==> src/hdl/grld_pkg.sv <==
// shared types and constants for the gamma run-length decoder
// no dependencies; used by the controller, datapath, top level, checker and testbench
package grld_pkg;

    localparam int PIX_W   = 24;   // pixel_count register width
    localparam int LEN_W   = 26;   // run length and budget width
    localparam int BITS_W  = 4;    // holds a bit count of 0..8
    localparam logic [7:0] TOP_BIT = 8'h80;

    localparam int CFG_IDX_W = 1;
    localparam logic [CFG_IDX_W-1:0] REG_PIXEL_COUNT = 1'b0;
    localparam logic [CFG_IDX_W-1:0] REG_GRAY_MODE   = 1'b1;

    typedef struct packed {
        logic [7:0] stream_byte;
        logic       frame_start;
    } in_word_t;

    typedef struct packed {
        logic             run_color;
        logic [LEN_W-1:0] run_length;
        logic             run_last;
        logic             image_done;
        logic             length_error;
    } run_word_t;

    typedef struct packed {
        logic [CFG_IDX_W-1:0] index;
        logic [PIX_W-1:0]     value;
    } cfg_word_t;

    // controller to datapath
    typedef struct packed {
        logic load;
        logic step;
        logic flush;
    } cmd_t;

    // datapath to controller
    typedef struct packed {
        logic busy;        // code bits left to decode in the current word
        logic emit;        // the current bit completes a run
        logic pend_valid;  // a descriptor waits for its run_last flag
        logic out_free;    // output register can take a descriptor now
    } stat_t;

endpackage

==> src/hdl/grld_stream_if.sv <==
// valid/ready channel carrying one payload word of type T
// depends on nothing; payload types come from grld_pkg at instantiation
interface grld_stream_if #(parameter type T = logic) ();
    logic valid;
    logic ready;
    T     data;

    modport source (output valid, output data, input ready);
    modport sink   (input valid, input data, output ready);
endinterface

==> src/hdl/grld_ctrl.sv <==
// sequencing state machine: accepts a word, steps its bits, flushes the last run
// depends on grld_pkg
module grld_ctrl (
    input  logic           clk,
    input  logic           rst_n,
    input  logic           in_valid,
    output logic           in_ready,
    input  grld_pkg::stat_t stat,
    output grld_pkg::cmd_t  cmd
);

    typedef enum logic [1:0] {
        ST_IDLE,
        ST_BITS,
        ST_FLUSH
    } state_t;

    state_t state_reg, state_next;
    logic   ready_reg, ready_next;

    always_comb
    begin
        cmd.load  = in_valid && ready_reg;
        cmd.step  = (state_reg == ST_BITS) && stat.busy
                    && (!stat.emit || !stat.pend_valid || stat.out_free);
        cmd.flush = (state_reg == ST_FLUSH) && stat.pend_valid && stat.out_free;
    end

    always_comb
    begin
        state_next = state_reg;
        ready_next = ready_reg;
        unique case (state_reg)
            ST_IDLE:
            begin
                if (in_valid && ready_reg)
                begin
                    state_next = ST_BITS;
                    ready_next = 1'b0;
                end
            end
            ST_BITS:
            begin
                if (!stat.busy)
                    state_next = ST_FLUSH;
            end
            ST_FLUSH:
            begin
                if (!stat.pend_valid || stat.out_free)
                begin
                    state_next = ST_IDLE;
                    ready_next = 1'b1;
                end
            end
            default:
            begin
                state_next = ST_IDLE;
                ready_next = 1'b1;
            end
        endcase
    end

    always_ff @(posedge clk or negedge rst_n)
    begin
        if (!rst_n)
        begin
            state_reg <= ST_IDLE;
            ready_reg <= 1'b1;
        end
        else
        begin
            state_reg <= state_next;
            ready_reg <= ready_next;
        end
    end

    assign in_ready = ready_reg;

endmodule

==> src/hdl/grld_dp.sv <==
// datapath: config registers, bit shifter, prefix decoder, budget, run buffers
// depends on grld_pkg
module grld_dp #(
    parameter int MAX_ZEROS  = 24,
    parameter int PIXEL_BITS = 24
) (
    input  logic                 clk,
    input  logic                 rst_n,
    input  grld_pkg::in_word_t   in_word,
    input  logic                 cfg_wr,
    input  grld_pkg::cfg_word_t  cfg_word,
    input  grld_pkg::cmd_t       cmd,
    output grld_pkg::stat_t      stat,
    output logic                 out_valid,
    input  logic                 out_ready,
    output grld_pkg::run_word_t  out_word
);

    localparam int ZC_W   = $clog2(MAX_ZEROS + 1);
    localparam int ACC_W  = MAX_ZEROS + 1;
    localparam int CMP_W  = (ACC_W + 1 > grld_pkg::LEN_W) ? ACC_W + 1 : grld_pkg::LEN_W;
    localparam int AREA_W = (PIXEL_BITS < grld_pkg::PIX_W) ? PIXEL_BITS : grld_pkg::PIX_W;
    localparam logic [grld_pkg::PIX_W-1:0] AREA_MASK =
        {grld_pkg::PIX_W{1'b1}} >> (grld_pkg::PIX_W - AREA_W);

    typedef enum logic [1:0] {
        PH_FIRST,
        PH_SHORT,
        PH_ZEROS,
        PH_SUFFIX
    } phase_t;

    // configuration
    logic [grld_pkg::PIX_W-1:0] pixel_count_reg;
    logic                       gray_mode_reg;

    // decoder state
    logic                          have_color_reg, have_color_next;
    logic                          color_reg, color_next;
    phase_t                        phase_reg, phase_next;
    logic [ZC_W-1:0]               zero_count_reg, zero_count_next;
    logic [ZC_W-1:0]               suffix_left_reg, suffix_left_next;
    logic [ACC_W-1:0]              accum_reg, accum_next;
    logic [grld_pkg::LEN_W-1:0]    budget_reg, budget_next;
    logic                          finished_reg, finished_next;
    logic [7:0]                    shift_reg, shift_next;
    logic [grld_pkg::BITS_W-1:0]   bits_left_reg, bits_left_next;

    // run buffers
    logic                  pend_valid_reg, pend_valid_next;
    grld_pkg::run_word_t   pend_reg, pend_next;
    logic                  out_valid_reg, out_valid_next;
    grld_pkg::run_word_t   out_reg, out_next;

    logic                       bit_val;
    logic                       emit;
    logic                       prefix_err;
    logic [CMP_W-1:0]           run_len;
    logic [CMP_W-1:0]           budget_ext;
    logic                       clip;
    logic [ACC_W-1:0]           accum_shift;
    logic [ZC_W-1:0]            suffix_dec;
    logic [grld_pkg::PIX_W-1:0] area;
    grld_pkg::run_word_t        run_desc;

    assign bit_val     = (shift_reg & grld_pkg::TOP_BIT) != 8'h00;
    assign accum_shift = {accum_reg[ACC_W-2:0], bit_val};
    assign suffix_dec  = (suffix_left_reg != '0) ? suffix_left_reg - ZC_W'(1) : '0;
    assign area        = pixel_count_reg & AREA_MASK;
    assign budget_ext  = CMP_W'(budget_reg);

    // decode of the current bit: does it finish a run, and with what length
    always_comb
    begin
        emit       = 1'b0;
        prefix_err = 1'b0;
        run_len    = '0;
        case (phase_reg)
            PH_SHORT:
            begin
                emit    = 1'b1;
                run_len = CMP_W'(bit_val) + CMP_W'(1);
            end
            PH_ZEROS:
            begin
                if (!bit_val && (zero_count_reg >= ZC_W'(MAX_ZEROS)))
                begin
                    emit       = 1'b1;
                    prefix_err = 1'b1;
                end
            end
            PH_SUFFIX:
            begin
                if (suffix_dec == '0)
                begin
                    emit    = 1'b1;
                    run_len = CMP_W'(accum_shift) + CMP_W'(1);
                end
            end
            default:
            begin
                emit = 1'b0;
            end
        endcase
    end

    assign clip = prefix_err || (run_len >= budget_ext);

    always_comb
    begin
        run_desc.run_color    = color_reg;
        run_desc.run_length   = clip ? budget_reg : run_len[grld_pkg::LEN_W-1:0];
        run_desc.run_last     = 1'b0;
        run_desc.image_done   = clip;
        run_desc.length_error = prefix_err || (run_len > budget_ext);
    end

    always_comb
    begin
        have_color_next  = have_color_reg;
        color_next       = color_reg;
        phase_next       = phase_reg;
        zero_count_next  = zero_count_reg;
        suffix_left_next = suffix_left_reg;
        accum_next       = accum_reg;
        budget_next      = budget_reg;
        finished_next    = finished_reg;
        shift_next       = shift_reg;
        bits_left_next   = bits_left_reg;
        pend_valid_next  = pend_valid_reg;
        pend_next        = pend_reg;
        out_valid_next   = out_valid_reg && !out_ready;
        out_next         = out_reg;

        if (cmd.load)
        begin
            if (in_word.frame_start)
            begin
                budget_next      = gray_mode_reg ? {area, 2'b00} : {2'b00, area};
                color_next       = (in_word.stream_byte & grld_pkg::TOP_BIT) != 8'h00;
                have_color_next  = 1'b1;
                phase_next       = PH_FIRST;
                zero_count_next  = '0;
                suffix_left_next = '0;
                accum_next       = '0;
                finished_next    = (area == '0);
                shift_next       = {in_word.stream_byte[6:0], 1'b0};
                bits_left_next   = grld_pkg::BITS_W'(7);
            end
            else
            begin
                shift_next     = in_word.stream_byte;
                bits_left_next = grld_pkg::BITS_W'(8);
            end
        end
        else if (cmd.step)
        begin
            shift_next     = {shift_reg[6:0], 1'b0};
            bits_left_next = bits_left_reg - grld_pkg::BITS_W'(1);
            case (phase_reg)
                PH_FIRST:
                begin
                    if (bit_val)
                        phase_next = PH_SHORT;
                    else
                    begin
                        zero_count_next = ZC_W'(1);
                        phase_next      = PH_ZEROS;
                    end
                end
                PH_ZEROS:
                begin
                    if (bit_val)
                    begin
                        suffix_left_next = zero_count_reg;
                        accum_next       = ACC_W'(1);
                        phase_next       = PH_SUFFIX;
                    end
                    else if (!prefix_err)
                        zero_count_next = zero_count_reg + ZC_W'(1);
                end
                PH_SUFFIX:
                begin
                    accum_next       = accum_shift;
                    suffix_left_next = suffix_dec;
                end
                default:
                begin
                    phase_next = phase_reg;
                end
            endcase
            if (emit)
            begin
                budget_next   = clip ? '0 : budget_reg - run_len[grld_pkg::LEN_W-1:0];
                finished_next = clip;
                color_next    = !color_reg;
                phase_next    = PH_FIRST;
                // older descriptor is known not to be the last of the word
                if (pend_valid_reg)
                begin
                    out_next       = pend_reg;
                    out_valid_next = 1'b1;
                end
                pend_next       = run_desc;
                pend_valid_next = 1'b1;
            end
        end
        else if (cmd.flush)
        begin
            out_next          = pend_reg;
            out_next.run_last = 1'b1;
            out_valid_next    = 1'b1;
            pend_valid_next   = 1'b0;
        end
    end

    always_ff @(posedge clk or negedge rst_n)
    begin
        if (!rst_n)
        begin
            pixel_count_reg <= grld_pkg::PIX_W'(1);
            gray_mode_reg   <= 1'b0;
        end
        else if (cfg_wr)
        begin
            unique case (cfg_word.index)
                grld_pkg::REG_PIXEL_COUNT: pixel_count_reg <= cfg_word.value;
                grld_pkg::REG_GRAY_MODE:   gray_mode_reg   <= cfg_word.value[0];
            endcase
        end
    end

    always_ff @(posedge clk or negedge rst_n)
    begin
        if (!rst_n)
        begin
            have_color_reg  <= 1'b0;
            color_reg       <= 1'b0;
            phase_reg       <= PH_FIRST;
            zero_count_reg  <= '0;
            suffix_left_reg <= '0;
            accum_reg       <= '0;
            budget_reg      <= '0;
            finished_reg    <= 1'b0;
            bits_left_reg   <= '0;
            pend_valid_reg  <= 1'b0;
            out_valid_reg   <= 1'b0;
        end
        else
        begin
            have_color_reg  <= have_color_next;
            color_reg       <= color_next;
            phase_reg       <= phase_next;
            zero_count_reg  <= zero_count_next;
            suffix_left_reg <= suffix_left_next;
            accum_reg       <= accum_next;
            budget_reg      <= budget_next;
            finished_reg    <= finished_next;
            bits_left_reg   <= bits_left_next;
            pend_valid_reg  <= pend_valid_next;
            out_valid_reg   <= out_valid_next;
        end
    end

    always_ff @(posedge clk)
    begin
        shift_reg <= shift_next;
        pend_reg  <= pend_next;
        out_reg   <= out_next;
    end

    always_comb
    begin
        stat.busy       = have_color_reg && !finished_reg && (bits_left_reg != '0);
        stat.emit       = emit;
        stat.pend_valid = pend_valid_reg;
        stat.out_free   = !out_valid_reg || out_ready;
    end

    assign out_valid = out_valid_reg;
    assign out_word  = out_reg;

endmodule

==> src/hdl/gamma_run_length_decoder.sv <==
// gamma run-length decoder top level: one input word is one stream byte
// the last run of a word is flushed out once all of the word's code bits have been stepped
// a new word is accepted only after the previous word's last run is flushed; one bit per cycle
// runs leave through a one-deep output register; backpressure stalls bit steps
// rst_n is asynchronous, active low; clears decoder state, pixel_count reads 1
// depends on grld_pkg, grld_stream_if, grld_ctrl, grld_dp
module gamma_run_length_decoder #(
    parameter int MAX_ZEROS  = 24,
    parameter int PIXEL_BITS = 24
) (
    input  logic clk,
    input  logic rst_n,
    grld_stream_if.sink   stream,
    grld_stream_if.sink   cfg,
    grld_stream_if.source runs
);

    grld_pkg::cmd_t  cmd;
    grld_pkg::stat_t stat;
    logic            in_ready;

    assign stream.ready = in_ready;
    assign cfg.ready    = 1'b1;

    grld_ctrl u_ctrl (
        .clk      (clk),
        .rst_n    (rst_n),
        .in_valid (stream.valid),
        .in_ready (in_ready),
        .stat     (stat),
        .cmd      (cmd)
    );

    grld_dp #(
        .MAX_ZEROS  (MAX_ZEROS),
        .PIXEL_BITS (PIXEL_BITS)
    ) u_dp (
        .clk       (clk),
        .rst_n     (rst_n),
        .in_word   (stream.data),
        .cfg_wr    (cfg.valid && cfg.ready),
        .cfg_word  (cfg.data),
        .cmd       (cmd),
        .stat      (stat),
        .out_valid (runs.valid),
        .out_ready (runs.ready),
        .out_word  (runs.data)
    );

    // bits are stepped only while the word still has code bits to decode
    a_step_busy: assert property (@(posedge clk) disable iff (!rst_n)
        cmd.step |-> stat.busy)
        else $error("bit step with no code bits left");

    // a finished run never overwrites a descriptor the sink has not taken
    a_no_overrun: assert property (@(posedge clk) disable iff (!rst_n)
        (cmd.step && stat.emit && stat.pend_valid) || cmd.flush |-> stat.out_free)
        else $error("descriptor pushed into a full output register");

    // a new word is taken only after the previous word's last run is flushed
    a_idle_clean: assert property (@(posedge clk) disable iff (!rst_n)
        stream.ready |-> !stat.pend_valid && !stat.busy)
        else $error("input ready while a word is still in work");

    a_load_drops_ready: assert property (@(posedge clk) disable iff (!rst_n)
        cmd.load |=> !stream.ready)
        else $error("input ready held after a word was accepted");

endmodule

==> src/flat_wrapper.sv <==
// flat-port wrapper written by rule: the top's interface ports become plain ports
module gamma_run_length_decoder_flat 
#(
    parameter int MAX_ZEROS  = 24,
    parameter int PIXEL_BITS = 24
)
  (clk, rst_n, stream_valid, stream_data, stream_ready, cfg_valid, cfg_data, cfg_ready, runs_valid, runs_data, runs_ready);
  grld_stream_if #(.T(grld_pkg::in_word_t)) stream_i ();
  grld_stream_if #(.T(grld_pkg::cfg_word_t)) cfg_i ();
  grld_stream_if #(.T(grld_pkg::run_word_t)) runs_i ();
  input  logic clk;
  input  logic rst_n;
  input wire logic [$bits(stream_i.valid)-1:0] stream_valid;
  input wire logic [$bits(stream_i.data)-1:0] stream_data;
  output wire logic [$bits(stream_i.ready)-1:0] stream_ready;
  input wire logic [$bits(cfg_i.valid)-1:0] cfg_valid;
  input wire logic [$bits(cfg_i.data)-1:0] cfg_data;
  output wire logic [$bits(cfg_i.ready)-1:0] cfg_ready;
  output wire logic [$bits(runs_i.valid)-1:0] runs_valid;
  output wire logic [$bits(runs_i.data)-1:0] runs_data;
  input wire logic [$bits(runs_i.ready)-1:0] runs_ready;
  assign stream_i.valid = stream_valid;
  assign stream_i.data = stream_data;
  assign stream_ready = stream_i.ready;
  assign cfg_i.valid = cfg_valid;
  assign cfg_i.data = cfg_data;
  assign cfg_ready = cfg_i.ready;
  assign runs_valid = runs_i.valid;
  assign runs_data = runs_i.data;
  assign runs_i.ready = runs_ready;
  gamma_run_length_decoder #(.MAX_ZEROS(MAX_ZEROS), .PIXEL_BITS(PIXEL_BITS)) u_core (.clk(clk), .rst_n(rst_n), .stream(stream_i), .cfg(cfg_i), .runs(runs_i));
endmodule
==> config.mk <==
export PLATFORM = sky130hd
export DESIGN_NAME = gamma_run_length_decoder_flat
export DESIGN_NICKNAME = d
export VERILOG_FILES = /design/src/hdl/grld_pkg.sv /design/src/hdl/grld_stream_if.sv /design/src/hdl/grld_ctrl.sv /design/src/hdl/grld_dp.sv /design/src/hdl/gamma_run_length_decoder.sv /design/src/flat_wrapper.sv
export SDC_FILE = /design/constraint.sdc
export NUM_CORES = 1
export LEC_CHECK = 0
export BUFFER_PORTS_ARGS = -buffer_cell sky130_fd_sc_hd__buf_2
export CORE_UTILIZATION = 63
export CTS_BUF_LIST = sky130_fd_sc_hd__clkbuf_4
export DETAILED_ROUTE_END_ITERATION = 16
export PLACE_DENSITY_LB_ADDON = 0.1
export SLEW_MARGIN = 20
export SYNTH_ARGS = -nofsm -noshare
export SYNTH_HDL_FRONTEND = slang
export SYNTH_SLANG_ARGS = --single-unit
==> constraint.sdc <==
create_clock -name clk -period 6.02 [get_ports clk]
set_clock_uncertainty 0.05 [all_clocks]
set_input_delay 1.204 -clock clk [delete_from_list [all_inputs] [get_ports clk]]
set_output_delay 1.204 -clock clk [all_outputs]
set_load 0.1 [all_outputs]
==> flow_summary.ini, run 1 <==
[die]
io_pins = 72
design.core.area_um2 = 14500
num_rows = 44
die_w_um = 124
fp.dieH_um = 124
start_util = 0.644
die_area_um2 = 15300

[global_route]
first_global_vias = 7004
grt_max_degree = 59
grtUsageTotal = 0.304
antenna_found_initial = 0
grt_pass1_wl_um = 35200
overflow = 0

[detailed_routing]
num_vias = 7352
antenna_left = 0
drtPass1Iterations = 5
wl_per_cell_um = 18.0
routed_wl_um = 21600
via_per_inst = 6.12
drc_errors = 0
initialDrtViolationCount = 590

[logic_synthesis]
synth_cell_types = 65
synth_common_cells = 122 x nand2_1, 104 x o21ai_0, 97 x dfrtp_1
yosysMostFrequentCell = nand2_1
ys_async_sr_fraction = 0.596
netlist_instances = 958
synth.avg_cell_area_um2 = 9.73
synth_edf_count = 67
yosysTopAreaCellShare = 0.260
ys.flop_type = dfrtp_1
synth_fp_nets = 1031
ys_ff_latch = 166
ys_warn_count = 0
post-synth-top-area-cell = dfrtp_1
synth_area_um2 = 9320
synthTopCellsByArea = dfrtp_1 26%, edfxtp_1 22%, o21ai_0 5.6%
seq_area_frac_synth = 0.482

[final_layout]
fillCellCount = 1117
layoutNonFillerInstCount = 1202
ff_latch_area_um2 = 4490
diodes = 0
drive_gt1_frac = 0.156
multi_input_area_um2 = 4480
final_util = 0.695
nets = 1078
largest_reg_flops = 30
area_growth_syn_to_layout_pct = 7.88

[timing]
fin_crit_ns = 5.53
relSlewSlack = 0.435
tightest_slew_ns = 0.846
finalMaxSlewViolations = 0
setup_viol = 0
hold_viol_final = 0
tns_ns = 0
fmaxAchievable_ghz = 0.181
rsz0062_at_grt = false
period_share = 0.919

[pwr]
ir_drop_mv = 0.267
p_int_w = 0.00248
clockPowerShare = 0.158
switching_share = 0.433
powerDensity_nw_per_um2 = 434
seqPwrFrac = 0.380
p_leak_nw = 4.03
switching_power_w = 0.00189
p_comb_frac = 0.462

[min_path]
hold_depth = 0
hp-class = register to register
hold_end = u_core.u_dp.out_word[16]$_DFFE_PP_
hp-start = u_core.u_dp.pend_reg[16]$_DFFE_PP_

[place]
dp.cells = 1169
dp_hpwl_um = 15500
portBuffers = 70
gp_congestion = 0.975

[critical_path]
cp.arrival_ns = 5.98
crit_required_ns = 6.46
reg2reg_to = u_core.u_dp.finished_reg$_DFFE_PN0P_
end_kind = register
reg2reg_depth = 17
crit_fanout = 27
worstReg2RegStart = u_core.u_dp.suffix_left_reg[0]$_DFFE_PN0P_
worstSetupStartpointType = register
critPathKind = register to register
rrSetupSlack_ns = 0.49

[clock_tree]
clock_path_buffers = 2
root_buffer = clkbuf_4
htreeDepth = 4
clk_latency_ns = 0.59
numCtsBuffers = 17
cts.repair.resized = 0
cts_tree = built
cts_setup_buffers = 0
cts.hold.buffers_added = 0
clkSinkCount = 166
path_clk_slew_ns = 0.13

[flow_run]
maxCapViolCount = 0

[status]
outcome = finished clean
-- placed cells by master (no fill, tap or decap), types with 9 or more instances in the layout --
cell type and count:
nand4_1 13, nand3_1 42, xor2_1 18, ha_1 33, buf_4 15, nor2_1 71
nand2_1 122, nor3_1 13, xnor2_1 28, dfrtp_1 97, edfxtp_1 67, clkbuf_4 19
mux2i_1 30, nor4_1 9, mux2_2 26, nand2b_1 12, buf_2 69, inv_1 21
o21ai_0 104, a21oi_1 60, and3_1 10
-- worst max-delay path, cell delays in order (launching register included) --
cell and delay (ns):
dfrtp_1 0.42, inv_1 0.06, ha_1 0.22, xnor2_1 0.25
a31oi_1 0.12, or4_1 0.61, nor2_1 0.15, buf_4 0.30
nand2_1 0.12, ha_1 0.41, and4_1 0.26, nand4_1 0.12
nor3_1 0.07, a41o_1 0.25, or4_1 0.83, a21oi_4 0.80
o21ai_0 0.23, o21a_1 0.15
-- metrics by stage --
step / instance area (um^2) / total power, W / hold WS, ns / setup slack, ns
2_1_floorplan: 9320 / 0.00318 / 0.350 / 0.983
5_1_grt: 10100 / 0.00466 / 0.379 / 0.111
3_3_place_gp: 9740 / 0.00360 / 0.351 / 0.650
4_1_cts: 10000 / 0.00433 / 0.379 / 0.521
3_5_place_dp: 9740 / 0.00364 / 0.355 / 0.523
6_report: 10100 / 0.00437 / 0.376 / 0.487
-- area by class of cell --
type,count,area share
tap,184,0.0229
clock buffer,19,0.0142
multi-input combinational,713,0.445
timing repair buffer,85,0.0467
sequential,166,0.447
clock inverter,13,0.0157
inverter,22,0.00858
-- cell families after synthesis --
logic type | share of synthesized area
and+or+nand+nor | 0.171
xor gates and xnor gates | 0.0432
muxes | 0.0636
DFF | 0.482
adders and majority gates | 0.0464
buffers and inverters | 0.0385
other | 0.000402
AOI/OAI and AO/OA | 0.155
-- routing by layer --
layer  share of wire  vias to the layer above  global-route usage
met5               0                        -                   0
met4           0.011                        0              0.0821
met3           0.065                       30              0.0655
met2            0.48                      247               0.490
met1            0.44                     3535               0.417
li1                -                     3540                   -
-- worst max-delay path by stage --
stage / slack (ns) / endpoint / from / depth (start not counted)
floorplan: 0.98 / u_core.u_dp.out_word[0]$_DFFE_PP_ / u_core.u_dp.suffix_left_reg[0]$_DFFE_PN0P_ / 9
global placement: 0.65 / u_core.u_dp.finished_reg$_DFFE_PN0P_ / u_core.u_dp.suffix_left_reg[0]$_DFFE_PN0P_ / 17
detailed placement: 0.52 / u_core.u_dp.pend_reg[24]$_DFFE_PP_ / u_core.u_dp.suffix_left_reg[0]$_DFFE_PN0P_ / 17
CTS: 0.52 / u_core.u_dp.pend_reg[16]$_DFFE_PP_ / u_core.u_dp.suffix_left_reg[0]$_DFFE_PN0P_ / 17
global route: 0.11 / u_core.u_dp.pend_reg[11]$_DFFE_PP_ / u_core.u_dp.suffix_left_reg[0]$_DFFE_PN0P_ / 17
finish: 0.49 / u_core.u_dp.finished_reg$_DFFE_PN0P_ / u_core.u_dp.suffix_left_reg[0]$_DFFE_PN0P_ / 17
-- power groups by stage --
| stage | Combinational [W] | Sequential, W | Clock, W |
|---|---|---|---|
| 3_3_place_gp | 0.00193 | 0.00167 | 0 |
| 3_5_place_dp | 0.00196 | 0.00168 | 0 |
| 6_report | 0.00202 | 0.00166 | 0.000690 |
| 2_1_floorplan | 0.00154 | 0.00164 | 0 |
| 5_1_grt | 0.00223 | 0.00169 | 0.000746 |
| 4_1_cts | 0.00198 | 0.00165 | 0.000701 |
No activity file was read; power rests on OpenSTA's default activity.
==> inputs of run 2 (changes only) <==
--- a/config.mk
+++ b/config.mk
@@ -7,9 +7,9 @@
 export LEC_CHECK = 0
 export BUFFER_PORTS_ARGS = -buffer_cell sky130_fd_sc_hd__buf_2
 export CORE_UTILIZATION = 63
-export CTS_BUF_LIST = sky130_fd_sc_hd__clkbuf_4
+export CTS_BUF_LIST = sky130_fd_sc_hd__clkbuf_4 sky130_fd_sc_hd__clkbuf_8
 export DETAILED_ROUTE_END_ITERATION = 16
-export PLACE_DENSITY_LB_ADDON = 0.1
+export PLACE_DENSITY = 0.79
 export SLEW_MARGIN = 20
 export SYNTH_ARGS = -nofsm -noshare
 export SYNTH_HDL_FRONTEND = slang
==> run 2 against run 1 <==
- routed wire length grew 1.7%
- sequential power about the same
- global-route usage grew 0.12 points
- core utilization increased by 0.33 points
- non-clock buffer count fell by 4
- sequential cell count is the same
- cell count decreased by 0.33%
- critical endpoint is now u_core.u_dp.pend_reg[8]$_DFFE_PP_
==> flow_summary.ini, run 2 (synthesis gave the netlist of run 1 again) <==
[die]
die_w_um = 124
io_pins = 72
start_util = 0.644
design.core.area_um2 = 14500
num_rows = 44
die_area_um2 = 15300
fp.dieH_um = 124

[place]
dp.cells = 1166
portBuffers = 70
gp_congestion = 0.974
preCtsSetupSlack_ns = 0.884
dp_hpwl_um = 15600

[detailed_routing]
num_vias = 7340
wl_met2_um = 9690
dr_wl_met3_um = 1700
routed_wl_um = 22000
wl_per_cell_um = 18.4
antenna_left = 0
drtPass1Iterations = 6
highest_layer = met4
drc_errors = 0
via_per_inst = 6.13
initialDrtViolationCount = 666
drt-met1-wl_um = 9960

[timing]
rsz0062_at_grt = false
finalMaxSlewViolations = 0
fmaxAchievable_ghz = 0.190
setup_viol = 0
relSlewSlack = 0.282
period_share = 0.876
hold_viol_final = 0
postLayoutSetupSlackWorst_ns = 0.747
fin_crit_ns = 5.27
tns_ns = 0
hold_ws_ns = 0.373
tightest_slew_ns = 1.07

[pwr]
powerDensity_nw_per_um2 = 440
power.total_w = 0.00445
switching_power_w = 0.00192
p_leak_nw = 4.04
switching_share = 0.432
ir_drop_mv = 0.248
p_int_w = 0.00253
clockPowerShare = 0.174
p_comb_frac = 0.450
seqPwrFrac = 0.376

[final_layout]
largest_reg_flops = 30
fillCellCount = 1143
final_common_cell = nand2_1
area_growth_syn_to_layout_pct = 8.39
drive_gt1_frac = 0.154
multi_input_area_um2 = 4480
final_cell_mix = 122 x nand2_1, 104 x o21ai_0, 96 x dfrtp_1
layoutNonFillerInstCount = 1198
ff_latch_area_um2 = 4490
nets = 1074
diodes = 0

[global_route]
antenna_found_initial = 0
first_global_vias = 6684
grt_pass1_wl_um = 35000
grtUsageTotal = 0.305
overflow = 0
grt_max_degree = 58

[critical_path]
crit_fanout = 24
end_kind = register
worstSetupStartpointType = register
cp.arrival_ns = 5.48
crit_required_ns = 6.22
critPathKind = register to register

[clock_tree]
root_buffer = clkbuf_8
cts.hold.buffers_added = 0
htreeDepth = 4
cts.repair.resized = 0
clock_path_buffers = 2
clkSinkCount = 166
cts_tree = built
cts_setup_buffers = 0
numCtsBuffers = 17
path_clk_slew_ns = 0.09
clk_latency_ns = 0.47

[flow_run]
maxCapViolCount = 0

[status]
outcome = finished clean

[min_path]
hp-class = register to register
## run 2: cell count changes in the layout (fill, tap and decap cells not counted), sizes merged
cell,previous run,this run
buf,85,81
clkinv,5,3
clkinvlp,4,5
bufinv,3,1
inv,23,26
## run 2: layer usage
layer,vias up,GRT usage
li1,3530,-
met1,3478,0.444
met2,289,0.448
met3,43,0.0563
met4,0,0.127
met5,-,0
## run 2: final cells by class
| class | count | share of cell area |
|---|---|---|
| Timing Repair Buffer | 81 | 0.0431 |
| Inverter | 22 | 0.00817 |
| Sequential cell | 166 | 0.445 |
| Clock buffer | 19 | 0.0253 |
| Multi-Input combinational cell | 713 | 0.444 |
| Clock inverter | 13 | 0.0123 |
| Tap cell | 184 | 0.0228 |
## run 2: worst paths after layout
path                                                                 start  cells past startpoint  slack, ns                                     to
worst max-delay path            u_core.u_dp.suffix_left_reg[0]$_DFFE_PN0P_                     17       0.75      u_core.u_dp.pend_reg[8]$_DFFE_PP_
worst min-delay path                    u_core.u_dp.pend_reg[19]$_DFFE_PP_                      0       0.37     u_core.u_dp.out_word[19]$_DFFE_PP_
worst max register to register  u_core.u_dp.suffix_left_reg[0]$_DFFE_PN0P_                     17       0.75      u_core.u_dp.pend_reg[8]$_DFFE_PP_
worst min register to register          u_core.u_dp.pend_reg[19]$_DFFE_PP_                      0       0.37     u_core.u_dp.out_word[19]$_DFFE_PP_
max in group asynchronous                                            rst_n                      2       4.06  u_core.u_dp.gray_mode_reg$_DFFE_PN0P_
min in group asynchronous                                            rst_n                      1       0.73  u_core.u_dp.accum_reg[19]$_DFFE_PN0P_
## run 2: worst max-delay path: stages (launching register included)
cell     delay, ns
dfrtp_1       0.42
inv_1         0.08
ha_1          0.18
nor3b_1       0.32
a31oi_1       0.07
or4_1         0.62
nor2_1        0.16
buf_4         0.27
nand2_1       0.10
ha_1          0.41
and4_1        0.27
nand4_1       0.13
nor3_1        0.08
a41o_1        0.25
or4_1         0.61
nand2_1       0.20
inv_1         0.37
o21ai_0       0.44
## run 2: through the flow
step | area (um^2) | utilization
final | 10100 | 0.698
after CTS | 10100 | 0.697
after global routing | 10100 | 0.698
after detailed placement | 9720 | 0.671
after global placement | 9720 | 0.671
after floorplan | 9320 | -
## run 2: power by group through the flow
stage	Combinational [W]	Sequential [W]	Clock [W]
after CTS	0.00197	0.00166	0.000785
after detailed placement	0.00195	0.00169	0
after global routing	0.00221	0.00170	0.000831
after global placement	0.00191	0.00168	0
after floorplan	0.00154	0.00164	0
final	0.00200	0.00167	0.000776
